--- src/lightmap_texel_combine_pack_assert.svh ---
// assertion macros shared by the light-map combine block
`ifndef LIGHTMAP_TEXEL_COMBINE_PACK_ASSERT_SVH
`define LIGHTMAP_TEXEL_COMBINE_PACK_ASSERT_SVH

`ifndef SYNTHESIS
// plain property checked on every edge outside reset
`define LTCP_ASSERT(label, prop) \
  label: assert property (@(posedge clk) disable iff (!rst_n) (prop)) \
    else $error("%m: check failed");
// implication checked on every edge outside reset
`define LTCP_ASSERT_IMPL(label, ante, cons) \
  label: assert property (@(posedge clk) disable iff (!rst_n) (ante) |-> (cons)) \
    else $error("%m: check failed");
`else
`define LTCP_ASSERT(label, prop)
`define LTCP_ASSERT_IMPL(label, ante, cons)
`endif

`endif

--- src/lmtc_pkg.sv ---
package lmtc_pkg;

  // fixed-point layout
  localparam int SCALE_FRAC_BITS = 8;
  localparam int SAMPLE_W        = 8;
  localparam int SCALE_W         = 16;
  localparam int ACC_W           = 32;
  localparam int PROD_W          = SAMPLE_W + 1 + SCALE_W;
  localparam int INT_W           = ACC_W - 1 - SCALE_FRAC_BITS;
  localparam int CH_W            = 8;
  localparam int NUM_W           = INT_W + CH_W;

  // texel queue between front and back
  localparam int QUEUE_DEPTH = 4;
  localparam int QPTR_W      = 2;
  localparam int QCNT_W      = 3;

  // rescale divider, one quotient bit per cycle
  localparam int DIV_STEPS = CH_W;
  localparam int DIV_CNT_W = 3;

  // channel constants
  localparam logic [CH_W-1:0] CH_MAX = 8'd255;
  localparam int SUM_W       = 10;
  localparam int THIRD_W     = 20;
  localparam logic [SUM_W-1:0] THIRD_RECIP = 10'd683;
  localparam int THIRD_SHIFT = 11;
  localparam int MIX_W       = 2 * CH_W;

  typedef enum logic [1:0] {
    MODE_COLOUR    = 2'd0,
    MODE_ALPHA_RED = 2'd1,
    MODE_FAKED     = 2'd2,
    MODE_INV_ALPHA = 2'd3
  } mono_mode_t;

  typedef struct packed {
    logic [INT_W-1:0] red;
    logic [INT_W-1:0] green;
    logic [INT_W-1:0] blue;
  } texel_t;

  typedef struct packed {
    logic   valid;
    texel_t texel;
  } push_req_t;

  typedef struct packed {
    logic              empty;
    logic [QCNT_W-1:0] count;
  } queue_stat_t;

  typedef enum logic [2:0] {
    ST_IDLE,
    ST_MAX,
    ST_DIV,
    ST_MIX,
    ST_MUL,
    ST_SCL,
    ST_OUT
  } back_state_t;

endpackage

--- src/lightmap_texel_combine_pack.sv ---
// channel   direction  handshake              payload
// in_*      in         in_valid / in_ready    one light-map contribution
// out_*     out        out_valid / out_ready  one packed RGBA texel
// cfg_*     in         cfg_wr_en              mono mode, 2 bits
//
// front: one contribution per cycle while in_ready, product register then saturating add
// back per texel: idle, max, mix, out; divide states if the brightest channel
//   is above 255 (8-step divider), multiply and /255 states in faked color mode
// a 4-entry texel queue lets the front run ahead while the back is busy
// rst_n clears the accumulators, the queue and the mode register
module lightmap_texel_combine_pack (
  input  logic                                clk,
  input  logic                                rst_n,
  input  logic                                in_valid,
  output logic                                in_ready,
  input  logic [lmtc_pkg::SAMPLE_W-1:0]       in_sample_red,
  input  logic [lmtc_pkg::SAMPLE_W-1:0]       in_sample_green,
  input  logic [lmtc_pkg::SAMPLE_W-1:0]       in_sample_blue,
  input  logic signed [lmtc_pkg::SCALE_W-1:0] in_scale_red,
  input  logic signed [lmtc_pkg::SCALE_W-1:0] in_scale_green,
  input  logic signed [lmtc_pkg::SCALE_W-1:0] in_scale_blue,
  input  logic                                in_first_of_texel,
  input  logic                                in_last_of_texel,
  output logic                                out_valid,
  input  logic                                out_ready,
  output logic [lmtc_pkg::CH_W-1:0]           out_red,
  output logic [lmtc_pkg::CH_W-1:0]           out_green,
  output logic [lmtc_pkg::CH_W-1:0]           out_blue,
  output logic [lmtc_pkg::CH_W-1:0]           out_alpha,
  input  logic                                cfg_wr_en,
  input  logic [1:0]                          cfg_wr_data
);
  import lmtc_pkg::*;

  mono_mode_t  mode_r;
  push_req_t   push;
  texel_t      head;
  queue_stat_t q_stat;
  logic        pop;

  // mode register
  always_ff @(posedge clk) begin
    if (!rst_n) begin
      mode_r <= MODE_COLOUR;
    end else if (cfg_wr_en) begin
      mode_r <= mono_mode_t'(cfg_wr_data);
    end
  end

  // accumulate front
  lmtc_front u_front (
    .clk               (clk),
    .rst_n             (rst_n),
    .in_valid          (in_valid),
    .in_ready          (in_ready),
    .in_sample_red     (in_sample_red),
    .in_sample_green   (in_sample_green),
    .in_sample_blue    (in_sample_blue),
    .in_scale_red      (in_scale_red),
    .in_scale_green    (in_scale_green),
    .in_scale_blue     (in_scale_blue),
    .in_first_of_texel (in_first_of_texel),
    .in_last_of_texel  (in_last_of_texel),
    .q_stat            (q_stat),
    .push              (push)
  );

  // finished texel queue
  lmtc_queue u_queue (
    .clk   (clk),
    .rst_n (rst_n),
    .push  (push),
    .pop   (pop),
    .head  (head),
    .stat  (q_stat)
  );

  // rescale and pack back
  lmtc_back u_back (
    .clk       (clk),
    .rst_n     (rst_n),
    .mono_mode (mode_r),
    .head      (head),
    .q_empty   (q_stat.empty),
    .pop       (pop),
    .out_valid (out_valid),
    .out_ready (out_ready),
    .out_red   (out_red),
    .out_green (out_green),
    .out_blue  (out_blue),
    .out_alpha (out_alpha)
  );

endmodule

--- src/lmtc_front.sv ---
module lmtc_front (
  input  logic                                   clk,
  input  logic                                   rst_n,
  input  logic                                   in_valid,
  output logic                                   in_ready,
  input  logic [lmtc_pkg::SAMPLE_W-1:0]          in_sample_red,
  input  logic [lmtc_pkg::SAMPLE_W-1:0]          in_sample_green,
  input  logic [lmtc_pkg::SAMPLE_W-1:0]          in_sample_blue,
  input  logic signed [lmtc_pkg::SCALE_W-1:0]    in_scale_red,
  input  logic signed [lmtc_pkg::SCALE_W-1:0]    in_scale_green,
  input  logic signed [lmtc_pkg::SCALE_W-1:0]    in_scale_blue,
  input  logic                                   in_first_of_texel,
  input  logic                                   in_last_of_texel,
  input  lmtc_pkg::queue_stat_t                  q_stat,
  output lmtc_pkg::push_req_t                    push
);
  import lmtc_pkg::*;

  logic                     s1_valid_r;
  logic                     s1_first_r;
  logic                     s1_last_r;
  logic signed [PROD_W-1:0] s1_prod_r [3];
  logic signed [ACC_W-1:0]  acc_r     [3];
  logic signed [ACC_W-1:0]  acc_nxt   [3];
  logic [SAMPLE_W-1:0]      sample    [3];
  logic signed [SCALE_W-1:0] scale    [3];
  logic signed [PROD_W-1:0] prod_nxt  [3];
  logic signed [ACC_W:0]    sum       [3];
  logic signed [ACC_W-1:0]  base      [3];
  logic                     accept;

  // room check counts a last contribution still in the product stage
  assign in_ready = (q_stat.count + QCNT_W'(s1_valid_r && s1_last_r)) < QCNT_W'(QUEUE_DEPTH);
  assign accept   = in_valid && in_ready;

  // per-channel products
  always_comb begin
    sample[0] = in_sample_red;
    sample[1] = in_sample_green;
    sample[2] = in_sample_blue;
    scale[0]  = in_scale_red;
    scale[1]  = in_scale_green;
    scale[2]  = in_scale_blue;
    for (int i = 0; i < 3; i++) begin
      prod_nxt[i] = PROD_W'($signed({1'b0, sample[i]})) * PROD_W'(scale[i]);
    end
  end

  // saturating accumulate
  always_comb begin
    for (int i = 0; i < 3; i++) begin
      base[i] = s1_first_r ? '0 : acc_r[i];
      sum[i]  = (ACC_W+1)'(base[i]) + (ACC_W+1)'(s1_prod_r[i]);
      if (sum[i][ACC_W] != sum[i][ACC_W-1]) begin
        acc_nxt[i] = sum[i][ACC_W] ? {1'b1, {(ACC_W-1){1'b0}}} : {1'b0, {(ACC_W-1){1'b1}}};
      end else begin
        acc_nxt[i] = sum[i][ACC_W-1:0];
      end
    end
  end

  // finished texel: drop fraction, clamp negatives
  always_comb begin
    push.valid       = s1_valid_r && s1_last_r;
    push.texel.red   = acc_nxt[0][ACC_W-1] ? '0 : acc_nxt[0][ACC_W-2:SCALE_FRAC_BITS];
    push.texel.green = acc_nxt[1][ACC_W-1] ? '0 : acc_nxt[1][ACC_W-2:SCALE_FRAC_BITS];
    push.texel.blue  = acc_nxt[2][ACC_W-1] ? '0 : acc_nxt[2][ACC_W-2:SCALE_FRAC_BITS];
  end

  // product stage control
  always_ff @(posedge clk) begin
    if (!rst_n) begin
      s1_valid_r <= 1'b0;
    end else begin
      s1_valid_r <= accept;
    end
  end

  // product stage payload
  always_ff @(posedge clk) begin
    if (accept) begin
      s1_first_r <= in_first_of_texel;
      s1_last_r  <= in_last_of_texel;
      for (int i = 0; i < 3; i++) begin
        s1_prod_r[i] <= prod_nxt[i];
      end
    end
  end

  // accumulators
  always_ff @(posedge clk) begin
    if (!rst_n) begin
      for (int i = 0; i < 3; i++) begin
        acc_r[i] <= '0;
      end
    end else if (s1_valid_r) begin
      for (int i = 0; i < 3; i++) begin
        acc_r[i] <= acc_nxt[i];
      end
    end
  end

endmodule

--- src/lmtc_queue.sv ---
`include "lightmap_texel_combine_pack_assert.svh"

module lmtc_queue (
  input  logic                  clk,
  input  logic                  rst_n,
  input  lmtc_pkg::push_req_t   push,
  input  logic                  pop,
  output lmtc_pkg::texel_t      head,
  output lmtc_pkg::queue_stat_t stat
);
  import lmtc_pkg::*;

  texel_t            mem_r [QUEUE_DEPTH];
  logic [QPTR_W-1:0] wr_ptr_r;
  logic [QPTR_W-1:0] rd_ptr_r;
  logic [QCNT_W-1:0] count_r;

  assign head       = mem_r[rd_ptr_r];
  assign stat.count = count_r;
  assign stat.empty = (count_r == '0);

  // pointers and fill count
  always_ff @(posedge clk) begin
    if (!rst_n) begin
      wr_ptr_r <= '0;
      rd_ptr_r <= '0;
      count_r  <= '0;
    end else begin
      if (push.valid) begin
        wr_ptr_r <= wr_ptr_r + 1'b1;
      end
      if (pop) begin
        rd_ptr_r <= rd_ptr_r + 1'b1;
      end
      if (push.valid && !pop) begin
        count_r <= count_r + 1'b1;
      end else if (pop && !push.valid) begin
        count_r <= count_r - 1'b1;
      end
    end
  end

  // entry storage
  always_ff @(posedge clk) begin
    if (push.valid) begin
      mem_r[wr_ptr_r] <= push.texel;
    end
  end

  `LTCP_ASSERT_IMPL(a_no_overflow, push.valid && !pop, count_r != QCNT_W'(QUEUE_DEPTH))
  `LTCP_ASSERT_IMPL(a_no_underflow, pop, count_r != '0)
  `LTCP_ASSERT(a_count_range, count_r <= QCNT_W'(QUEUE_DEPTH))

endmodule

--- src/lmtc_back.sv ---
module lmtc_back (
  input  logic                       clk,
  input  logic                       rst_n,
  input  lmtc_pkg::mono_mode_t       mono_mode,
  input  lmtc_pkg::texel_t           head,
  input  logic                       q_empty,
  output logic                       pop,
  output logic                       out_valid,
  input  logic                       out_ready,
  output logic [lmtc_pkg::CH_W-1:0]  out_red,
  output logic [lmtc_pkg::CH_W-1:0]  out_green,
  output logic [lmtc_pkg::CH_W-1:0]  out_blue,
  output logic [lmtc_pkg::CH_W-1:0]  out_alpha
);
  import lmtc_pkg::*;

  back_state_t          state_r;
  back_state_t          state_nxt;
  logic [INT_W-1:0]     int_r   [3];
  logic [INT_W-1:0]     rem_r   [3];
  logic [CH_W-1:0]      lo_r    [3];
  logic [CH_W-1:0]      ch_r    [3];
  logic [MIX_W-1:0]     prod_r  [3];
  logic [INT_W-1:0]     m_r;
  logic [CH_W-1:0]      alpha_r;
  logic [CH_W-1:0]      a2_r;
  logic [DIV_CNT_W-1:0] cnt_r;
  logic                 out_valid_r;
  logic [CH_W-1:0]      out_red_r;
  logic [CH_W-1:0]      out_green_r;
  logic [CH_W-1:0]      out_blue_r;
  logic [CH_W-1:0]      out_alpha_r;

  logic [INT_W-1:0]     max_val;
  logic                 over;
  logic [NUM_W-1:0]     num     [3];
  logic [INT_W:0]       trial   [3];
  logic [INT_W+1:0]     diff    [3];
  logic                 ge      [3];
  logic [SUM_W-1:0]     ch_sum;
  logic [THIRD_W-1:0]   third;
  logic [MIX_W:0]       scl     [3];
  logic                 div_done;
  logic                 out_free;
  logic                 out_load;

  assign out_valid = out_valid_r;
  assign out_red   = out_red_r;
  assign out_green = out_green_r;
  assign out_blue  = out_blue_r;
  assign out_alpha = out_alpha_r;
  assign out_free  = !out_valid_r || out_ready;
  assign div_done  = (cnt_r == DIV_CNT_W'(DIV_STEPS - 1));

  // brightest channel and rescale numerators c*255
  always_comb begin
    max_val = (int_r[0] > int_r[1]) ? int_r[0] : int_r[1];
    if (int_r[2] > max_val) begin
      max_val = int_r[2];
    end
    over = (max_val > INT_W'(CH_MAX));
    for (int i = 0; i < 3; i++) begin
      num[i] = {int_r[i], {CH_W{1'b0}}} - NUM_W'(int_r[i]);
    end
  end

  // one restoring divide step per lane
  always_comb begin
    for (int i = 0; i < 3; i++) begin
      trial[i] = {rem_r[i], lo_r[i][CH_W-1]};
      diff[i]  = {1'b0, trial[i]} - {2'b00, m_r};
      ge[i]    = !diff[i][INT_W+1];
    end
  end

  // faked color: alpha is 255 minus the channel mean, then scale by alpha/255
  always_comb begin
    ch_sum = SUM_W'(ch_r[0]) + SUM_W'(ch_r[1]) + SUM_W'(ch_r[2]);
    third  = THIRD_W'(ch_sum) * THIRD_W'(THIRD_RECIP);
    for (int i = 0; i < 3; i++) begin
      scl[i] = (MIX_W+1)'(prod_r[i]) + (MIX_W+1)'(prod_r[i][MIX_W-1:CH_W]) + 1'b1;
    end
  end

  // next state
  always_comb begin
    state_nxt = state_r;
    case (state_r)
      ST_IDLE: if (!q_empty) state_nxt = ST_MAX;
      ST_MAX:  state_nxt = over ? ST_DIV : ST_MIX;
      ST_DIV:  if (div_done) state_nxt = ST_MIX;
      ST_MIX:  state_nxt = (mono_mode == MODE_FAKED) ? ST_MUL : ST_OUT;
      ST_MUL:  state_nxt = ST_SCL;
      ST_SCL:  state_nxt = ST_OUT;
      ST_OUT:  if (out_free) state_nxt = ST_IDLE;
      default: state_nxt = ST_IDLE;
    endcase
  end

  // state outputs
  always_comb begin
    pop      = 1'b0;
    out_load = 1'b0;
    case (state_r)
      ST_IDLE: pop = !q_empty;
      ST_OUT:  out_load = out_free;
      default: begin
        pop      = 1'b0;
        out_load = 1'b0;
      end
    endcase
  end

  // control registers
  always_ff @(posedge clk) begin
    if (!rst_n) begin
      state_r     <= ST_IDLE;
      out_valid_r <= 1'b0;
    end else begin
      state_r <= state_nxt;
      if (out_load) begin
        out_valid_r <= 1'b1;
      end else if (out_ready) begin
        out_valid_r <= 1'b0;
      end
    end
  end

  // datapath
  always_ff @(posedge clk) begin
    case (state_r)
      ST_IDLE: begin
        int_r[0] <= head.red;
        int_r[1] <= head.green;
        int_r[2] <= head.blue;
      end
      ST_MAX: begin
        m_r     <= max_val;
        cnt_r   <= '0;
        alpha_r <= over ? CH_MAX : max_val[CH_W-1:0];
        for (int i = 0; i < 3; i++) begin
          rem_r[i] <= num[i][NUM_W-1:CH_W];
          lo_r[i]  <= num[i][CH_W-1:0];
          ch_r[i]  <= int_r[i][CH_W-1:0];
        end
      end
      ST_DIV: begin
        cnt_r <= cnt_r + 1'b1;
        for (int i = 0; i < 3; i++) begin
          rem_r[i] <= ge[i] ? diff[i][INT_W-1:0] : trial[i][INT_W-1:0];
          lo_r[i]  <= {lo_r[i][CH_W-2:0], 1'b0};
          ch_r[i]  <= {ch_r[i][CH_W-2:0], ge[i]};
        end
      end
      ST_MIX: begin
        a2_r <= CH_MAX - third[THIRD_SHIFT+CH_W-1:THIRD_SHIFT];
      end
      ST_MUL: begin
        for (int i = 0; i < 3; i++) begin
          prod_r[i] <= MIX_W'(ch_r[i]) * MIX_W'(a2_r);
        end
      end
      ST_SCL: begin
        alpha_r <= a2_r;
        for (int i = 0; i < 3; i++) begin
          ch_r[i] <= scl[i][MIX_W-1:CH_W];
        end
      end
      ST_OUT: begin
        if (out_load) begin
          case (mono_mode)
            MODE_ALPHA_RED: begin
              out_red_r   <= alpha_r;
              out_green_r <= '0;
              out_blue_r  <= '0;
              out_alpha_r <= alpha_r;
            end
            MODE_INV_ALPHA: begin
              out_red_r   <= '0;
              out_green_r <= '0;
              out_blue_r  <= '0;
              out_alpha_r <= CH_MAX - alpha_r;
            end
            default: begin
              out_red_r   <= ch_r[0];
              out_green_r <= ch_r[1];
              out_blue_r  <= ch_r[2];
              out_alpha_r <= alpha_r;
            end
          endcase
        end
      end
      default: begin
        cnt_r <= cnt_r;
      end
    endcase
  end

endmodule
--- config.mk ---
export PLATFORM = sky130hd
export DESIGN_NAME = lightmap_texel_combine_pack
export DESIGN_NICKNAME = d
export VERILOG_FILES = /design/src/lmtc_pkg.sv /design/src/lightmap_texel_combine_pack.sv /design/src/lmtc_front.sv /design/src/lmtc_queue.sv /design/src/lmtc_back.sv
export VERILOG_INCLUDE_DIRS = /design/src /design/src/src
export SDC_FILE = /design/constraint.sdc
export NUM_CORES = 2
export LEC_CHECK = 0
export BUFFER_PORTS_ARGS = -buffer_cell sky130_fd_sc_hd__buf_2
export CORE_MARGIN = 1.5
export CORE_UTILIZATION = 45
export CTS_BUF_LIST = sky130_fd_sc_hd__clkbuf_8
export DETAILED_ROUTE_END_ITERATION = 10
export GPL_TIMING_DRIVEN = 0
export PLACE_DENSITY = 0.57
export SYNTH_ARGS = -nofsm -noshare
export SYNTH_HDL_FRONTEND = slang
export SYNTH_HIERARCHICAL = 1
export SYNTH_SLANG_ARGS = --single-unit
--- constraint.sdc ---
create_clock -name clk -period 10.7 [get_ports clk]
set_input_delay 1.07 -clock clk [delete_from_list [all_inputs] [get_ports clk]]
set_output_delay 1.07 -clock clk [all_outputs]
set_load 0.02 [all_outputs]
==> results.json <==
{
  "max_stage_delay_ns": 0.66,
  "cp_cell_sequence": "fa_1, ha_1, fa_1, a21o_1, a21oi_1, nor2b_1, o21a_1, o21a_1, nor2_1, ha_1, ha_1, inv_1, fa_1, fa_1, inv_1, fa_1, ha_1, a211oi_1, o211ai_1, o211ai_1, a21oi_1, a211oi_1, o21bai_1, xnor2_1",
  "critPathCaptureType": "register",
  "drive_gt1_frac": 0.0854,
  "synthCells": 6304,
  "gp_congestion": 0.926,
  "layout_min_cycle_time_ns": 7.47,
  "synth.distinct_cells": 116,
  "cts_htree_levels": 4,
  "hp-class": "input pin to register",
  "synth_area_um2": 66200,
  "yosys_warnings": 6,
  "clock_skew_ns": 0.0484,
  "port-buffer-count": 112,
  "required_ns": 11.26,
  "wirelength_um": 170000,
  "report.final.slew_viol_count": 0,
  "synth_edf_count": 757,
  "cts_hold_buf": 0,
  "wl_met3_um": 7160,
  "post_cts_buffers": 0,
  "wl_met2_um": 78400,
  "synth_seq_cells": 773,
  "core_area_um2": 146000,
  "ant_nets": 0,
  "critPathKind": "register to register",
  "highest_layer": "met4",
  "drv_cap": 0,
  "start_util": 0.454,
  "grt_pass1_vias": 47700,
  "setup_viol": 0,
  "firstDrtPassIters": 8,
  "hpwl_um": 134000,
  "vias_per_cell": 5.44,
  "drt_iter0_drc": 2875,
  "synth.net_count": 7446,
  "nFillCells": 13600,
  "cts_root_buf": "clkbuf_8",
  "status": "complete, no violations",
  "slew_headroom": 0.186,
  "syn_avg_cell_area_um2": 10.5,
  "post-place-ws_ns": 3.30,
  "nets": 7720,
  "cp.arrival_ns": 8.03,
  "grt-ovfl-total": 0,
  "row_count": 140,
  "grt_pass1_wl_um": 269000,
  "clockBufferDepth": 3,
  "timing.final.crit_share": 0.698,
  "fmax_mhz": 134,
  "grt_setup_unrepaired": "no",
  "wl_met1_um": 79700,
  "tritoncts": "done",
  "cp_max_fo": 11,
  "clk_pin_slew_worst_paths_ns": 0.06,
  "vias": 46800,
  "wl_per_cell_um": 19.8,
  "synthArstFlopShare": 0,
  "die_h_um": 386,
  "dieWidth_um": 386,
  "cp_slowest_cell": "edfxtp_1",
  "synth_top_flop_cell": "edfxtp_1",
  "die-area_um2": 149000,
  "fin_setup_tns_ns": 0,
  "insertion_delay_ns": 0.87,
  "area_delta_synth_final_pct": 9.19,
  "grtUsageTotal": 0.228,
  "crit_path_frequent_cell": "fa_1",
  "whs_ns": 0.397,
  "tightest_slew_ns": 1.21,
  "ios": 115,
  "startpoint_type": "register",
  "worst_slack_ns": 3.23,
  "ys_seq_area_frac": 0.348,
  "cts_sinks": 773,
  "cts-buffers-inserted": 138,
  "antenna_found_initial": 2,
  "grt_max_degree": 69,
  "hold_violations": 0,
  "drc": 0,
  "post_cts_resized": 0
}
==> logic make-up after synthesis <==
| family | after synthesis | share of synthesized area |
|---|---|---|
| AO/OA/AOI/OAI | 1225 | 0.122 |
| flip-flops | 773 | 0.348 |
| AND/OR/NAND/NOR | 1693 | 0.130 |
| adder cells (fa/ha/maj) | 1065 | 0.252 |
| buffers and inverters | 1021 | 0.0612 |
| XOR/XNOR | 357 | 0.0473 |
| multiplexers | 170 | 0.0391 |
==> state kept, by name (all words and copies together) (netlist names), 8 cells and up, named ones only <==
signal	flops
u_back/rem_r	69
u_back/out_green	8
u_back/alpha_r	8
u_back/int_r	69
u_back/lo_r	24
u_queue/mem_r	276
u_front/acc_r	96
u_back/ch_r	24
u_back/out_blue	8
u_back/out_alpha	8
u_back/prod_r	48
u_back/a2_r	8
u_back/m_r	23
u_back/out_red	8
u_front/s1_prod_r	75
==> routing by layer <==
metal	vias up	track usage
met5	-	0
met4	0	0.0693
li1	22500	-
met1	22900	0.318
met2	1098	0.373
met3	282	0.0273
==> path summary, 6_finish.rpt <==
check,depth (start not counted),slack (ns),endpoint,from
worst max-delay path,24,3.23,u_back/a2_r[7],u_back/ch_r[0][16]
worst min-delay path,1,0.40,u_front/s1_first_r,in_first_of_texel
worst max register to register,24,3.23,u_back/a2_r[7],u_back/ch_r[0][16]
worst min register to register,2,0.51,u_back/lo_r[0][14],u_back/lo_r[0][13]
==> layout make-up <==
type | instances | area [µm²] | share of cell area
diodes | 2 | 5.00 | 0.0000693
plain buffers | 205 | 988 | 0.0137
clock buffers | 142 | 1950 | 0.0270
clock inverters | 105 | 713 | 0.00987
inverters | 816 | 3060 | 0.0424
multi-input cells | 4510 | 39100 | 0.541
flip-flops and latches | 773 | 23100 | 0.319
well taps | 1917 | 2400 | 0.0332
repair buffers | 134 | 957 | 0.0132
==> layout by cell type (no fill, tap or decap), types with 37 or more instances in the layout <==
cell type / synthesis / layout
nor3_1: 87 / 85
nand2_1: 493 / 493
a211oi_1: 43 / 43
a31oi_1: 51 / 51
inv_1: 815 / 858
a21oi_1: 380 / 380
and3_1: 46 / 45
mux4_2: 69 / 69
xor2_1: 136 / 136
nand4_1: 50 / 50
clkbuf_1: 140 / 140
clkbuf_8: 0 / 142
edfxtp_1: 757 / 757
xnor2_1: 221 / 221
and2_1: 344 / 339
fa_1: 451 / 451
nand3_1: 86 / 86
ha_1: 610 / 610
a21o_1: 107 / 107
nor2_1: 274 / 273
o21ai_0: 235 / 234
mux2i_1: 90 / 90
o22ai_1: 48 / 48
buf_2: 29 / 141
nor2b_1: 152 / 152
nand2b_1: 47 / 46
o21a_1: 57 / 57
o21bai_1: 37 / 37
==> stage by stage <==
stage	utilization	instances	area, µm²
2_1_floorplan	-	6304	66200
3_3_place_gp	0.474	8333	69100
3_5_place_dp	0.477	8355	69600
4_1_cts	0.496	8602	72200
5_1_grt	0.496	8604	72300
6_report	0.496	8604	72300
==> critical path, delay by kind of cell (launching register included) <==
kind / cells / cell delay [ns]
adders and majority gates: 9 / 3.60
AOI/OAI and AO/OA: 10 / 2.10
DFF: 1 / 0.66
and+or+nand+nor: 2 / 0.56
xor gates and xnor gates: 1 / 0.14
buffers and inverters: 2 / 0.10
==> synth_stat cells (11+ instances only) <==
library cell	instances	area (µm²)
inv_1	815	3060
edfxtp_1	757	22700
ha_1	610	7630
nand2_1	493	1850
fa_1	451	9030
a21oi_1	380	1900
and2_1	344	2150
nor2_1	274	1030
o21ai_0	235	1180
xnor2_1	221	1940
nor2b_1	152	951
clkbuf_1	140	526
xor2_1	136	1190
a21o_1	107	803
mux2i_1	90	901
nor3_1	87	435
nand3_1	86	430
mux4_2	69	1550
o21a_1	57	428
a31oi_1	51	319
nand4_1	50	313
o22ai_1	48	300
nand2b_1	47	294
and3_1	46	288
a211oi_1	43	323
o21bai_1	37	278
o211ai_1	36	270
buf_2	29	145
or3_1	28	175
nor4_1	26	163
or2_2	18	113
o21ai_2	17	149
o31ai_1	17	128
dfxtp_1	16	320
a41oi_1	13	114
a21oi_2	11	96.3
buf_4	11	82.6
buf_6	11	124
Power is not shown: default switching activity piles up to over one toggle a cycle in this logic, so the estimate is an artifact.
